--- src/design/mrof_pkg.sv ---
// ----------------------------------------------------------------------------
// mrof_pkg
// Shared widths, register codes and inter-module structs for the
// median-relative outlier flagger.
// ----------------------------------------------------------------------------
package mrof_pkg;

  localparam int DEV_W       = 16;  // deviation, unsigned Q8.8
  localparam int CUT_W       = 20;  // cut value, (median * factor) >> 8
  localparam int FACTOR_W    = 12;  // cut multiplier, unsigned Q4.8
  localparam int CHAN_W      = 6;   // channel index on the result stream
  localparam int GRP_CNT_W   = 7;   // channel count of a group, covers 64
  localparam int GRP_IDX_W   = 6;   // channel slot of a group, covers 0..63
  localparam int BIT_W       = 4;   // bit position within a deviation
  localparam int IN_TDATA_W  = 16;
  localparam int OUT_TDATA_W = 24;
  localparam int OUT_PAD_W   = OUT_TDATA_W - CHAN_W - DEV_W;
  localparam int CFG_IDX_W   = 1;

  localparam logic [FACTOR_W-1:0] LOW_FACTOR_RST  = 12'd128;
  localparam logic [FACTOR_W-1:0] HIGH_FACTOR_RST = 12'd512;

  // configuration register indexes
  typedef enum logic [CFG_IDX_W-1:0] {
    REG_LOW_FACTOR  = 1'b0,
    REG_HIGH_FACTOR = 1'b1
  } cfg_reg_t;

  // one channel written into the group store
  typedef struct packed {
    logic                 en;
    logic                 buf_sel;
    logic [GRP_IDX_W-1:0] idx;
    logic                 flag;
    logic [DEV_W-1:0]     dev;
  } store_wr_t;

  // one closed group waiting for the back end
  typedef struct packed {
    logic                 buf_sel;
    logic [GRP_CNT_W-1:0] total;
    logic [GRP_CNT_W-1:0] active;
  } grp_desc_t;

  // cut multipliers
  typedef struct packed {
    logic [FACTOR_W-1:0] low;
    logic [FACTOR_W-1:0] high;
  } cut_cfg_t;

  typedef enum logic [2:0] {
    BK_IDLE,
    BK_SCAN,
    BK_MEDIAN,
    BK_CUTS,
    BK_EMIT
  } back_state_t;

endpackage

--- src/design/mrof_front.sv ---
// ----------------------------------------------------------------------------
// mrof_front
// Accepts channel items, writes them into the group store and hands each
// closed group to the back end as a descriptor.
// ----------------------------------------------------------------------------
module mrof_front import mrof_pkg::*; #(
  parameter int MAX_CHANNELS = 64
) (
  input  logic                  clk,
  input  logic                  rst,
  input  logic                  s_tvalid,
  output logic                  s_tready,
  input  logic [DEV_W-1:0]      deviation,
  input  logic                  was_suppressed,
  input  logic                  last_channel,
  output store_wr_t             wr,
  output logic                  push,
  output grp_desc_t             push_desc,
  input  logic                  grp_done
);

  localparam int CNT_W = $clog2(MAX_CHANNELS + 1);

  logic [CNT_W-1:0] cnt;
  logic [CNT_W-1:0] act;
  logic [CNT_W-1:0] cnt_inc;
  logic [CNT_W-1:0] act_inc;
  logic             wbuf;
  logic [1:0]       pending;
  logic [1:0]       pending_next;
  logic             accept;
  logic             closing;

  // two store buffers: stall only while both hold closed groups
  assign s_tready = (pending != 2'd2);
  assign accept   = s_tvalid && s_tready;
  assign closing  = accept && (last_channel || (cnt == CNT_W'(MAX_CHANNELS - 1)));
  assign cnt_inc  = cnt + CNT_W'(1);
  assign act_inc  = act + CNT_W'(!was_suppressed);

  // store write for the accepted channel
  always_comb begin
    wr.en      = accept;
    wr.buf_sel = wbuf;
    wr.idx     = GRP_IDX_W'(cnt);
    wr.flag    = was_suppressed;
    wr.dev     = deviation;
  end

  // group descriptor on close
  assign push             = closing;
  assign push_desc.buf_sel = wbuf;
  assign push_desc.total   = GRP_CNT_W'(cnt_inc);
  assign push_desc.active  = GRP_CNT_W'(act_inc);

  // track closed groups not yet drained by the back end
  always_comb begin
    unique case ({closing, grp_done})
      2'b10:   pending_next = pending + 2'd1;
      2'b01:   pending_next = pending - 2'd1;
      default: pending_next = pending;
    endcase
  end

  always_ff @(posedge clk) begin
    if (rst) begin
      cnt     <= '0;
      act     <= '0;
      wbuf    <= 1'b0;
      pending <= '0;
    end else begin
      pending <= pending_next;
      if (accept) begin
        if (closing) begin
          cnt  <= '0;
          act  <= '0;
          wbuf <= ~wbuf;
        end else begin
          cnt <= cnt_inc;
          act <= act_inc;
        end
      end
    end
  end

endmodule

--- src/design/mrof_queue.sv ---
// ----------------------------------------------------------------------------
// mrof_queue
// Two-entry descriptor queue between the front and the back end.
// ----------------------------------------------------------------------------
module mrof_queue import mrof_pkg::*; (
  input  logic      clk,
  input  logic      rst,
  input  logic      push,
  input  grp_desc_t push_desc,
  input  logic      pop,
  output grp_desc_t pop_desc,
  output logic      not_empty
);

  grp_desc_t  entries [2];
  logic       wptr;
  logic       rptr;
  logic [1:0] count;
  logic       do_push;
  logic       do_pop;

  assign not_empty = (count != 2'd0);
  assign do_push   = push && (count != 2'd2);
  assign do_pop    = pop && not_empty;
  assign pop_desc  = entries[rptr];

  // hold descriptors
  always_ff @(posedge clk) begin
    if (do_push) begin
      entries[wptr] <= push_desc;
    end
  end

  // advance pointers and occupancy
  always_ff @(posedge clk) begin
    if (rst) begin
      wptr  <= 1'b0;
      rptr  <= 1'b0;
      count <= '0;
    end else begin
      if (do_push) begin
        wptr <= ~wptr;
      end
      if (do_pop) begin
        rptr <= ~rptr;
      end
      unique case ({do_push, do_pop})
        2'b10:   count <= count + 2'd1;
        2'b01:   count <= count - 2'd1;
        default: count <= count;
      endcase
    end
  end

endmodule

--- src/design/mrof_back.sv ---
// ----------------------------------------------------------------------------
// mrof_back
// Holds the double-buffered group store, finds the median of the active
// channels by a bitwise rank search, derives the cuts and emits one result
// per channel through an output register.
// ----------------------------------------------------------------------------
module mrof_back import mrof_pkg::*; #(
  parameter int MAX_CHANNELS = 64
) (
  input  logic              clk,
  input  logic              rst,
  input  store_wr_t         wr,
  input  logic              desc_valid,
  input  grp_desc_t         desc,
  output logic              desc_pop,
  input  cut_cfg_t          cuts_cfg,
  output logic              grp_done,
  output logic              m_tvalid,
  input  logic              m_tready,
  output logic [CHAN_W-1:0] channel_index,
  output logic              suppressed_out,
  output logic [DEV_W-1:0]  group_median,
  output logic              last_result
);

  localparam int CNT_W  = $clog2(MAX_CHANNELS + 1);
  localparam int IDX_W  = $clog2(MAX_CHANNELS);
  localparam int ROWS   = (MAX_CHANNELS + 1) / 2;
  localparam int ROW_W  = (ROWS > 1) ? $clog2(ROWS) : 1;
  localparam int ADDR_W = ROW_W + 1;
  localparam int DEPTH  = 1 << ADDR_W;
  localparam int ENT_W  = DEV_W + 1;
  localparam int CMP_W  = CNT_W + 1;

  // even and odd channel banks, each row holds one channel pair
  logic [ENT_W-1:0] mem_even [DEPTH];
  logic [ENT_W-1:0] mem_odd  [DEPTH];
  logic [ENT_W-1:0] rd_even;
  logic [ENT_W-1:0] rd_odd;
  logic [DEV_W-1:0] dev_even;
  logic [DEV_W-1:0] dev_odd;
  logic [ROW_W-1:0] wr_row;
  logic [ROW_W-1:0] rd_row;
  logic             rd_en;

  back_state_t      state, state_next;
  logic             cur_buf, cur_buf_next;
  logic [CNT_W-1:0] total, total_next;
  logic [CNT_W-1:0] rows, rows_next;
  logic [CNT_W-1:0] k1, k1_next;
  logic [CNT_W-1:0] k2, k2_next;
  logic [CNT_W-1:0] cnt1, cnt1_next;
  logic [CNT_W-1:0] cnt2, cnt2_next;
  logic [CNT_W-1:0] issue_row, issue_row_next;
  logic [BIT_W-1:0] bitpos, bitpos_next;
  logic             sdv, sdv_next;
  logic [ROW_W-1:0] srow, srow_next;
  logic [DEV_W-1:0] pre1, pre1_next;
  logic [DEV_W-1:0] pre2, pre2_next;
  logic [DEV_W-1:0] median, median_next;
  logic [CUT_W-1:0] locut, locut_next;
  logic [CUT_W-1:0] hicut, hicut_next;
  logic [CNT_W-1:0] emit_idx, emit_idx_next;
  logic             edv, edv_next;
  logic [IDX_W-1:0] eidx, eidx_next;
  logic             m_tvalid_next;
  logic [CHAN_W-1:0] out_idx_next;
  logic             out_sup_next;
  logic [DEV_W-1:0] out_med_next;
  logic             out_last_next;

  logic [DEV_W-1:0] himask;
  logic             in0, in1, act0, act1;
  logic             h10, h11, h20, h21;
  logic [1:0]       hits1, hits2;
  logic [CNT_W-1:0] act_cnt;
  logic             load_out;
  logic             issue;
  logic [ENT_W-1:0] sel_entry;
  logic [CUT_W-1:0] sel_dev;
  logic             eidx_last;

  // store write port
  assign wr_row = ROW_W'(wr.idx >> 1);

  always_ff @(posedge clk) begin
    if (wr.en && !wr.idx[0]) begin
      mem_even[{wr.buf_sel, wr_row}] <= {wr.flag, wr.dev};
    end
    if (wr.en && wr.idx[0]) begin
      mem_odd[{wr.buf_sel, wr_row}] <= {wr.flag, wr.dev};
    end
  end

  // registered read of one channel pair
  always_ff @(posedge clk) begin
    if (rd_en) begin
      rd_even <= mem_even[{cur_buf, rd_row}];
      rd_odd  <= mem_odd[{cur_buf, rd_row}];
    end
  end

  assign dev_even = rd_even[DEV_W-1:0];
  assign dev_odd  = rd_odd[DEV_W-1:0];

  // rank search: count active channels that share the prefix and have a
  // zero at the current bit, for both middle ranks at once
  assign himask = ~(16'hFFFF >> (4'd15 - bitpos));
  assign in0    = CMP_W'({srow, 1'b0}) < CMP_W'(total);
  assign in1    = CMP_W'({srow, 1'b1}) < CMP_W'(total);
  assign act0   = in0 && !rd_even[DEV_W];
  assign act1   = in1 && !rd_odd[DEV_W];
  assign h10 = act0 && (((dev_even ^ pre1) & himask) == '0) && !dev_even[bitpos];
  assign h11 = act1 && (((dev_odd  ^ pre1) & himask) == '0) && !dev_odd[bitpos];
  assign h20 = act0 && (((dev_even ^ pre2) & himask) == '0) && !dev_even[bitpos];
  assign h21 = act1 && (((dev_odd  ^ pre2) & himask) == '0) && !dev_odd[bitpos];
  assign hits1 = {1'b0, h10} + {1'b0, h11};
  assign hits2 = {1'b0, h20} + {1'b0, h21};

  assign act_cnt = CNT_W'(desc.active);

  // result of the channel whose pair is in the read register
  assign sel_entry = eidx[0] ? rd_odd : rd_even;
  assign sel_dev   = CUT_W'(sel_entry[DEV_W-1:0]);
  assign eidx_last = (CNT_W'(eidx) + CNT_W'(1)) == total;
  assign load_out  = edv && (!m_tvalid || m_tready);
  assign issue     = (state == BK_EMIT) && (emit_idx < total) && (!edv || load_out);

  always_comb begin
    state_next     = state;
    cur_buf_next   = cur_buf;
    total_next     = total;
    rows_next      = rows;
    k1_next        = k1;
    k2_next        = k2;
    cnt1_next      = cnt1;
    cnt2_next      = cnt2;
    issue_row_next = issue_row;
    bitpos_next    = bitpos;
    sdv_next       = sdv;
    srow_next      = srow;
    pre1_next      = pre1;
    pre2_next      = pre2;
    median_next    = median;
    locut_next     = locut;
    hicut_next     = hicut;
    emit_idx_next  = emit_idx;
    edv_next       = edv;
    eidx_next      = eidx;
    rd_en          = 1'b0;
    rd_row         = '0;
    desc_pop       = 1'b0;
    grp_done       = 1'b0;
    m_tvalid_next  = m_tvalid;
    out_idx_next   = channel_index;
    out_sup_next   = suppressed_out;
    out_med_next   = group_median;
    out_last_next  = last_result;

    // output register: load a finished result, drop it once taken
    if (load_out) begin
      m_tvalid_next = 1'b1;
      out_idx_next  = CHAN_W'(eidx);
      out_sup_next  = sel_entry[DEV_W] || (sel_dev < locut) || (sel_dev > hicut);
      out_med_next  = median;
      out_last_next = eidx_last;
    end else if (m_tready) begin
      m_tvalid_next = 1'b0;
    end

    unique case (state)
      BK_IDLE: begin
        // take the next closed group and set up both middle ranks
        if (desc_valid) begin
          desc_pop       = 1'b1;
          cur_buf_next   = desc.buf_sel;
          total_next     = CNT_W'(desc.total);
          rows_next      = (CNT_W'(desc.total) + CNT_W'(1)) >> 1;
          k2_next        = act_cnt >> 1;
          k1_next        = (!act_cnt[0] && (act_cnt != '0)) ?
                           (act_cnt >> 1) - CNT_W'(1) : (act_cnt >> 1);
          pre1_next      = '0;
          pre2_next      = '0;
          cnt1_next      = '0;
          cnt2_next      = '0;
          issue_row_next = '0;
          sdv_next       = 1'b0;
          bitpos_next    = BIT_W'(DEV_W - 1);
          state_next     = (act_cnt == '0) ? BK_MEDIAN : BK_SCAN;
        end
      end

      BK_SCAN: begin
        // accumulate counts of the pair read last cycle
        if (sdv) begin
          cnt1_next = cnt1 + CNT_W'(hits1);
          cnt2_next = cnt2 + CNT_W'(hits2);
        end
        // walk the rows of the group
        if (issue_row < rows) begin
          rd_en          = 1'b1;
          rd_row         = ROW_W'(issue_row);
          srow_next      = ROW_W'(issue_row);
          issue_row_next = issue_row + CNT_W'(1);
          sdv_next       = 1'b1;
        end else begin
          sdv_next = 1'b0;
        end
        // pass done: settle this bit of both ranks
        if ((issue_row == rows) && !sdv) begin
          if (k1 >= cnt1) begin
            pre1_next[bitpos] = 1'b1;
            k1_next           = k1 - cnt1;
          end
          if (k2 >= cnt2) begin
            pre2_next[bitpos] = 1'b1;
            k2_next           = k2 - cnt2;
          end
          cnt1_next      = '0;
          cnt2_next      = '0;
          issue_row_next = '0;
          if (bitpos == '0) begin
            state_next = BK_MEDIAN;
          end else begin
            bitpos_next = bitpos - BIT_W'(1);
          end
        end
      end

      BK_MEDIAN: begin
        median_next = DEV_W'(((DEV_W + 1)'(pre1) + (DEV_W + 1)'(pre2)) >> 1);
        state_next  = BK_CUTS;
      end

      BK_CUTS: begin
        locut_next    = CUT_W'((28'(median) * 28'(cuts_cfg.low)) >> 8);
        hicut_next    = CUT_W'((28'(median) * 28'(cuts_cfg.high)) >> 8);
        emit_idx_next = '0;
        edv_next      = 1'b0;
        state_next    = BK_EMIT;
      end

      BK_EMIT: begin
        // read channels in order, one per cycle while the output drains
        if (issue) begin
          rd_en         = 1'b1;
          rd_row        = ROW_W'(emit_idx >> 1);
          eidx_next     = IDX_W'(emit_idx);
          emit_idx_next = emit_idx + CNT_W'(1);
        end
        edv_next = issue ? 1'b1 : (load_out ? 1'b0 : edv);
        if (load_out && eidx_last) begin
          grp_done   = 1'b1;
          state_next = BK_IDLE;
        end
      end

      default: begin
        state_next = BK_IDLE;
      end
    endcase
  end

  // control state
  always_ff @(posedge clk) begin
    if (rst) begin
      state    <= BK_IDLE;
      sdv      <= 1'b0;
      edv      <= 1'b0;
      m_tvalid <= 1'b0;
    end else begin
      state    <= state_next;
      sdv      <= sdv_next;
      edv      <= edv_next;
      m_tvalid <= m_tvalid_next;
    end
  end

  // datapath registers
  always_ff @(posedge clk) begin
    cur_buf        <= cur_buf_next;
    total          <= total_next;
    rows           <= rows_next;
    k1             <= k1_next;
    k2             <= k2_next;
    cnt1           <= cnt1_next;
    cnt2           <= cnt2_next;
    issue_row      <= issue_row_next;
    bitpos         <= bitpos_next;
    srow           <= srow_next;
    pre1           <= pre1_next;
    pre2           <= pre2_next;
    median         <= median_next;
    locut          <= locut_next;
    hicut          <= hicut_next;
    emit_idx       <= emit_idx_next;
    eidx           <= eidx_next;
    channel_index  <= out_idx_next;
    suppressed_out <= out_sup_next;
    group_median   <= out_med_next;
    last_result    <= out_last_next;
  end

endmodule

--- src/design/median_relative_outlier_flagger_core.sv ---
// ----------------------------------------------------------------------------
// median_relative_outlier_flagger_core
// Flags outlier channels of a group against cuts scaled from the median
// deviation of the channels not yet suppressed.
// ----------------------------------------------------------------------------
// Channels stream in at one transfer per cycle; a group closes on tlast or
// when MAX_CHANNELS channels are held, and then yields one result per channel
// in arrival order. The store is double buffered, so the next group loads
// while the previous one is worked on; input stalls only while two closed
// groups are waiting. For a group with at least one active channel, the back
// end takes the group, runs 16 rank-search passes (one channel pair read
// from the store per cycle, one pass per deviation bit), forms the median
// and the cuts, then emits the results; result stalls lengthen the emit
// phase. A group with no active channel skips the search. The store needs
// no clearing after reset.
module median_relative_outlier_flagger_core import mrof_pkg::*; #(
  parameter int MAX_CHANNELS = 64
) (
  input  logic                   clk,
  input  logic                   rst,
  input  logic                   s_tvalid,
  output logic                   s_tready,
  input  logic [IN_TDATA_W-1:0]  s_tdata,   // [15:0] deviation
  input  logic                   s_tuser,   // [0] was_suppressed
  input  logic                   s_tlast,   // last_channel
  output logic                   m_tvalid,
  input  logic                   m_tready,
  output logic [OUT_TDATA_W-1:0] m_tdata,   // [5:0] channel_index, [21:6] group_median
  output logic                   m_tuser,   // [0] suppressed_out
  output logic                   m_tlast,   // last_result
  input  logic                   cfg_wen,
  input  logic [CFG_IDX_W-1:0]   cfg_index,
  input  logic [FACTOR_W-1:0]    cfg_wdata
);

  store_wr_t         wr;
  logic              push;
  grp_desc_t         push_desc;
  logic              pop;
  grp_desc_t         pop_desc;
  logic              not_empty;
  logic              grp_done;
  cut_cfg_t          cuts_cfg;
  logic [CHAN_W-1:0] channel_index;
  logic [DEV_W-1:0]  group_median;

  // configuration registers
  always_ff @(posedge clk) begin
    if (rst) begin
      cuts_cfg.low  <= LOW_FACTOR_RST;
      cuts_cfg.high <= HIGH_FACTOR_RST;
    end else if (cfg_wen) begin
      unique case (cfg_reg_t'(cfg_index))
        REG_LOW_FACTOR:  cuts_cfg.low  <= cfg_wdata;
        REG_HIGH_FACTOR: cuts_cfg.high <= cfg_wdata;
        default:         cuts_cfg      <= cuts_cfg;
      endcase
    end
  end

  mrof_front #(
    .MAX_CHANNELS (MAX_CHANNELS)
  ) u_front (
    .clk            (clk),
    .rst            (rst),
    .s_tvalid       (s_tvalid),
    .s_tready       (s_tready),
    .deviation      (s_tdata[DEV_W-1:0]),
    .was_suppressed (s_tuser),
    .last_channel   (s_tlast),
    .wr             (wr),
    .push           (push),
    .push_desc      (push_desc),
    .grp_done       (grp_done)
  );

  mrof_queue u_queue (
    .clk       (clk),
    .rst       (rst),
    .push      (push),
    .push_desc (push_desc),
    .pop       (pop),
    .pop_desc  (pop_desc),
    .not_empty (not_empty)
  );

  mrof_back #(
    .MAX_CHANNELS (MAX_CHANNELS)
  ) u_back (
    .clk            (clk),
    .rst            (rst),
    .wr             (wr),
    .desc_valid     (not_empty),
    .desc           (pop_desc),
    .desc_pop       (pop),
    .cuts_cfg       (cuts_cfg),
    .grp_done       (grp_done),
    .m_tvalid       (m_tvalid),
    .m_tready       (m_tready),
    .channel_index  (channel_index),
    .suppressed_out (m_tuser),
    .group_median   (group_median),
    .last_result    (m_tlast)
  );

  // pack the result transfer
  assign m_tdata = {{OUT_PAD_W{1'b0}}, group_median, channel_index};

endmodule

--- config.mk ---
export PLATFORM = sky130hd
export DESIGN_NAME = median_relative_outlier_flagger_core
export DESIGN_NICKNAME = d
export VERILOG_FILES = /design/src/design/mrof_pkg.sv /design/src/design/mrof_front.sv /design/src/design/mrof_queue.sv /design/src/design/mrof_back.sv /design/src/design/median_relative_outlier_flagger_core.sv
export SDC_FILE = /design/constraint.sdc
export NUM_CORES = 2
export LEC_CHECK = 0
export ABC_AREA = 1
export BUFFER_PORTS_ARGS = -buffer_cell sky130_fd_sc_hd__buf_2
export CORE_AREA = 4 4 467 469
export DETAILED_ROUTE_END_ITERATION = 8
export DIE_AREA = 0 0 471 473
export GPL_ROUTABILITY_DRIVEN = 0
export PLACE_DENSITY_LB_ADDON = 0.2
export SLEW_MARGIN = 20
export SYNTH_ARGS = -nofsm -noshare
export SYNTH_HDL_FRONTEND = slang
export SYNTH_SLANG_ARGS = --single-unit
--- constraint.sdc ---
create_clock -name clk -period 5.4 [get_ports clk]
set_clock_uncertainty 0.15 [all_clocks]
set_input_delay 1.08 -clock clk [delete_from_list [all_inputs] [get_ports clk]]
set_output_delay 1.08 -clock clk [all_outputs]
set_load 0.01 [all_outputs]
Word-level counts from Yosys, hierarchy flattened
Memory sizes are Yosys's and may differ from the RTL's. A register that Yosys moved wholly into a read port is not among the register bits.
Cells that the tools add are included.
{"block": "totals", "register_bits": 234, "latchBits": 0, "ramBits": 2206, "romBits": 0, "output_inout_bits": 28, "word_cells": 250, "n_memories": 3}
{"block": "classes", "add_sub_neg": 20, "multipliers": 2, "n_div": 0, "n_lt_le_gt_ge": 10, "n_eq_ne": 24, "shift": 1, "n_mux": 74, "bitwise_logic": 15, "reduce_logical": 67}
{"name": "u_back.mem_even", "words": 64, "width": 17, "rd": 1, "rd_clocked_by_memory_dff": 1, "write_ports": 1, "line": "mrof_back.sv:36", "source": "logic [ENT_W-1:0] mem_even [DEPTH];"}
{"name": "u_back.mem_odd", "words": 64, "width": 17, "rd": 1, "rd_clocked_by_memory_dff": 1, "write_ports": 1, "line": "mrof_back.sv:37", "source": "logic [ENT_W-1:0] mem_odd [DEPTH];"}
{"name": "u_queue.entries", "words": 2, "width": 15, "rd": 1, "rd_clocked_by_memory_dff": 1, "write_ports": 1, "line": "mrof_queue.sv:15", "source": "grp_desc_t entries [2];"}
{"op": "7-bit 2-to-1 mux", "count": 17}
{"op": "7-bit case mux with 2 select lines", "count": 6}
{"op": "16-bit 2-to-1 mux", "count": 5}
{"op": "16-bit AND", "count": 4}
{"op": "16-bit zero test", "count": 4}
{"op": "16-bit case mux with 2 select lines", "count": 2}
{"op": "16-bit bitwise XOR", "count": 4}
{"op": "16-bit by 12-bit multiplier with 28-bit output", "count": 2}
{"op": "16-bit OR", "count": 2}
{"op": "7-bit by 1-bit adder with 7-bit output, second input constant", "count": 4}
{"op": "1-bit logical AND", "count": 23}
{"op": "1-bit 2-to-1 mux", "count": 22}
{"op": "16-bit by 20-bit greater-than comparator with 1-bit output", "count": 1}
{"op": "16-bit by 20-bit < comparator with 1-bit output", "count": 1}
{"op": "2-bit AND reduction", "count": 9}
{"op": "16-bit by 16-bit adder with 17-bit output", "count": 1}
{"op": "17-bit 2-to-1 mux", "count": 1}
{"op": "16-bit inverter", "count": 1}
{"op": "4-bit AND reduction", "count": 4}
{"op": "16-bit by 4-bit right shift with 16-bit output, first input constant", "count": 1}
{"op": "3-bit case mux with 5 select lines", "count": 1}
{"op": "7-bit by 2-bit adder with 7-bit output", "count": 2}
{"op": "7-bit >= comparator", "count": 2}
{"op": "6-bit by 7-bit < comparator with 1-bit output", "count": 2}
{"op": "other kinds (43)", "count": 92}

Longest topological paths before layout
{"block": "logic_depth", "ltp_word": 12, "depth_mapped": 25}

Cells and area by module
Synthesis repeated with hierarchy kept, for this count alone.
{"block": "hier_totals", "cells_unflattened": 12006, "hier_area_um2": 124503.2}
{"mod": "mrof_back", "n_inst": 1, "cells_each": 11631, "area_per_inst_um2": 120977.3, "seq_area_each_um2": 71979.0}
{"mod": "mrof_queue", "n_inst": 1, "cells_each": 85, "area_per_inst_um2": 1387.6, "seq_area_each_um2": 1001.0}
{"mod": "mrof_front", "n_inst": 1, "cells_each": 156, "area_per_inst_um2": 1187.4, "seq_area_each_um2": 340.3}
{"mod": "median_relative_outlier_flagger_core", "n_inst": 1, "cells_each": 134, "area_per_inst_um2": 950.9, "seq_area_each_um2": 480.5}

Least setup slack after synthesis
OpenSTA, ideal clock, no wires.
{"block": "synth_timing", "path_kind": "reg-to-reg", "start": "register, netlist name cuts_cfg[3]", "end": "register u_back.hicut[15] (data pin)", "setup_ns": 0.258, "t_arrival_ns": 4.872, "path_slack_ns": 0.120, "stages_incl_launch_ff": 22, "path_buffers": 2, "period_less_slack_ns": 5.280, "cell_sequence": "dfxtp_1 clkbuf_1 clkbuf_1 nand2_1 fa_1 fa_1 fa_1 inv_1 fa_1 inv_1 fa_1 inv_1 ha_1 a21oi_1 o21a_1 o21ai_0 a21oi_1 o21ai_0 nand2_1 nand2_1 a21oi_1 xnor2_1"}
{"block": "synth_between", "elab_chain_cells": 1}
{"item": "16-bit by 12-bit multiplier with 28-bit output", "line": "mrof_back.sv:237", "source": "hicut_next = CUT_W'((28'(median) * 28'(cuts_cfg.high)) >> 8);"}
{"item": "end signal: assignment", "line": "mrof_back.sv:295", "source": "hicut <= hicut_next;"}
{"item": "end: declaration", "line": "mrof_back.sv:62", "source": "logic [CUT_W-1:0] hicut, hicut_next;"}
Every way passes these cells.
A chain may end at the register's enable or synchronous reset.

Worst setup path in the final report
{"block": "layout_timing", "start": "register u_back.median[5]", "end": "register u_back.locut[14] (data pin)"}
{"block": "layout_between", "elab_chain_cells": 1}
{"item": "start: declaration", "line": "mrof_back.sv:60", "source": "logic [DEV_W-1:0] median, median_next;"}
{"item": "start signal: assignment", "line": "mrof_back.sv:293", "source": "median <= median_next;"}
{"item": "16-bit by 12-bit multiplier with 28-bit output", "line": "mrof_back.sv:236", "source": "locut_next = CUT_W'((28'(median) * 28'(cuts_cfg.low)) >> 8);"}
{"item": "end signal: assignment", "line": "mrof_back.sv:294", "source": "locut <= locut_next;"}
{"item": "end: declaration", "line": "mrof_back.sv:61", "source": "logic [CUT_W-1:0] locut, locut_next;"}
Every way passes these cells.

==> impl_metrics.env <==
export IMPL_critPathRequiredTime_ns=5.93
export IMPL_whs_ns=0.3026
export IMPL_critPathLaunch="u_back.median[5]$_DFFE_PN_"
export IMPL_hold_violations=0
export IMPL_criticalPathCategory="flip-flop to flip-flop"
export IMPL_crit_end="u_back.locut[14]$_DFFE_PP_"
export IMPL_clkPwrFrac_pct=30.2
export IMPL_synth_edf_count=2423
export IMPL_syn_area_um2=123300
export IMPL_p_int_mw=38.41
export IMPL_synthTopCellsByArea="edfxtp_1 59%, nand3_1 8.8%, nand2_1 6.8%"
export IMPL_cp_end_kind="flip-flop"
export IMPL_path_clk_slew_ns=0.06
export IMPL_layout_drive_gt1_share_pct=7.873
export IMPL_syn2layout_area_growth_pct=10.85
export IMPL_pin_count=64
export IMPL_syn_avg_cell_area_um2=10.43
export IMPL_place_ws_ns=0.01205
export IMPL_fin_crit_sh_pct=97.54
export IMPL_sw_frac_of_total_pct=34.48
export IMPL_cp_arrival_ns=5.79
export IMPL_wirelength_um=346300
export IMPL_clock_path_buffers=4
export IMPL_synth_most_common_cell="edfxtp_1"
export IMPL_synth_ff_type="edfxtp_1"
export IMPL_finalPower_mw=58.63
export IMPL_drt_first_pass_iters=9
export IMPL_first_global_vias=84775
export IMPL_vias=87850
export IMPL_n_fill_cell=16316
export IMPL_rsz0062_at_grt="yes"
export IMPL_antenna_left=0
export IMPL_cts_buffers=279
export IMPL_tightestPinTransition_ns=1.210
export IMPL_placed_cell_area_um2=128100
export IMPL_final_util_pct=63.87
export IMPL_r2r_end="u_back.locut[14]$_DFFE_PP_"
export IMPL_status="finished clean"
export IMPL_drv_cap=0
export IMPL_yosys_area_top_type="edfxtp_1"
export IMPL_crit_path_max_fanout=9
export IMPL_relSlewSlack_pct=19.06
export IMPL_slew_violations=0
export IMPL_port_buffers=61
export IMPL_min_period_ns=5.267
export IMPL_cts_hold_buf=0
export IMPL_tns_ns=0
export IMPL_grt_first_pass_wirelength_um=520700
export IMPL_num_nets_final=12419
export IMPL_rows=170
export IMPL_setup_viol=0
export IMPL_min_path_type="primary input to flip-flop"
export IMPL_cp_start_kind="flip-flop"
export IMPL_initial_core_util_pct=57.62
export IMPL_instances_no_fill=14911
export IMPL_antenna_found_initial=8
export IMPL_cts_tree="yes"
export IMPL_ys_ff_latch=2475
export IMPL_dieHeight_um=473
export IMPL_clockRootBuffer="clkbuf_16"
export IMPL_clock_sinks=2475
export IMPL_p_leak_nw=55.44
export IMPL_combPwrFrac_pct=30.8
export IMPL_yosysWarnings=0
export IMPL_hp_start="cfg_wdata[4]"
export IMPL_synthTopCellsByCount="2423 x edfxtp_1, 2234 x nand2_1, 2180 x nand3_1, 1952 x inv_1, 820 x nand3b_1"
export IMPL_grt_max_degree=157
export IMPL_die_x_um=471
export IMPL_fin_ws_ns=0.1327
export IMPL_post_drt_wl_per_cell_um=23.23
export IMPL_vias_per_cell=5.892
export IMPL_htree_levels=5
export IMPL_power_switching_mw=20.22
export IMPL_timing_fmax_mhz=189.9
export IMPL_drc=0
export IMPL_synth_seq_area_share_pct=59.86
export IMPL_grt_usage_pct=30.64
export IMPL_synthCells=11822
export IMPL_clk_latency_ns=0.94
export IMPL_r2r_slack_ns=0.13
export IMPL_ys_async_sr_fraction_pct=0
export IMPL_dp_cells=14428
export IMPL_seqPwrFrac_pct=39.0
export IMPL_dp_hpwl_um=210300
export IMPL_powerDensity_nw_per_um2=429.0
export IMPL_synth_top_area_share_pct=59.01
export IMPL_drt_iter0_drc=11026
export IMPL_ys_types=58
export IMPL_dieArea_um2=222800
export IMPL_r2r_cells=23
export IMPL_stdcell_area_um2=136700
export IMPL_grt_ovfl_total=0
export IMPL_worstReg2RegStart="u_back.median[5]$_DFFE_PN_"
export IMPL_core_area_um2=214000
export IMPL_ir_drop_mv=0.3801
[registers in the layout, summed over array words and instances, names as in the netlist, 7 cells and up, named ones only]
register and cells:
u_back.mem_even 1088, u_back.mem_odd 1088, u_queue.entries 30, cuts_cfg 24
u_back.hicut 20, u_back.locut 20, u_back.rd_even 17, u_back.rd_odd 17
u_back.group_median 16, u_back.median 16, u_back.pre1 16, u_back.pre2 16
u_back.cnt1 7, u_back.cnt2 7, u_back.emit_idx 7, u_back.issue_row 7
u_back.k1 7, u_back.k2 7, u_back.total 7, u_front.act 7
u_front.cnt 7
[cells in the final DEF (no fill, tap or decap), drive strengths merged, types with 9 or more instances in the layout]
| cell type | count |
|---|---|
| edfxtp | 2423 |
| nand2 | 2236 |
| nand3 | 2182 |
| inv | 1968 |
| nand3b | 820 |
| buf | 470 |
| clkbuf | 348 |
| nor2 | 326 |
| fa | 283 |
| ha | 220 |
| a21oi | 198 |
| o21ai | 156 |
| clkinv | 100 |
| xor2 | 72 |
| dfxtp | 52 |
| xnor2 | 36 |
| nor3 | 33 |
| nand4 | 17 |
| nor4 | 13 |
| bufinv | 12 |
| a211oi | 9 |
[power by group through the flow]
stage | Combinational, mW | Clock, mW | Sequential, mW
floorplan | 11.1 | 0 | 23.0
detailed placement | 17.4 | 0 | 23.3
global placement | 17.0 | 0 | 23.3
global route | 19.7 | 18.7 | 22.9
finish | 18.0 | 17.7 | 22.9
CTS | 17.5 | 17.9 | 22.9
[layout make-up]
cell class                 count  area (um2)  area share [%]
timing repair buffer         470        4199           3.072
multi-input combinational   6691       39410           28.83
sequential                  2475       73810           54.00
clock buffer                 348        7410           5.421
clock inverter               120       892.1          0.6527
tap                         2838        3551           2.598
inverter                    1963        7393           5.409
antenna                        6       15.01         0.01099
[metal layers]
metal	track usage, %	routed length (um)	vias to the layer above
met5	0	13	-
met4	13.08	16270	2
met3	5.132	35480	820
met2	48.34	160200	4930
met1	42.44	134400	42546
li1	-	-	39552
[repair_timing]
item	CTS	global route
buffers inserted	0	10
cloned	0	0
gates resized for setup	2	50
endpoints found under the setup margin	2	26
pin swaps	0	11
[worst max-delay path, stage by stage, from the launching register on]
cell      delay (ns)
edfxtp_1        0.48
buf_4           0.19
buf_8           0.14
nand2_1         0.07
inv_1           0.05
fa_1            0.50
inv_2           0.04
fa_1            0.51
inv_2           0.05
fa_1            0.50
fa_1            0.53
inv_1           0.05
fa_1            0.52
inv_2           0.05
ha_4            0.26
buf_4           0.11
nand2_1         0.07
nor2_2          0.13
inv_1           0.06
buf_4           0.12
nor2_1          0.12
a21oi_1         0.10
o21bai_1        0.18
xor2_1          0.09
[worst min path at each step]
stage	slack [ns]	depth (start not counted)	endpoint
floorplan	0.28	1	flip-flop
global placement	0.28	1	flip-flop
detailed placement	0.30	1	flip-flop
CTS	0.24	3	cuts_cfg[16]$_SDFFE_PP0P_
global route	0.28	3	cuts_cfg[19]$_SDFFE_PP1P_
finish	0.30	3	cuts_cfg[16]$_SDFFE_PP0P_
[kinds of logic (layout without fill, tap and decap cells)]
family          Yosys count  in the layout  share of synthesized area (%)
buf+inv                2657           2901                          8.511
xor+xnor                108            108                         0.7672
other cells               1              8                       0.003041
mux                       8              8                        0.06900
fa+ha+maj               503            503                          6.827
compound gates          428            428                          1.913
flops                  2475           2475                          59.86
simple gates           5642           5642                          22.05
Note: power is estimated with default switching activity, not from simulation.
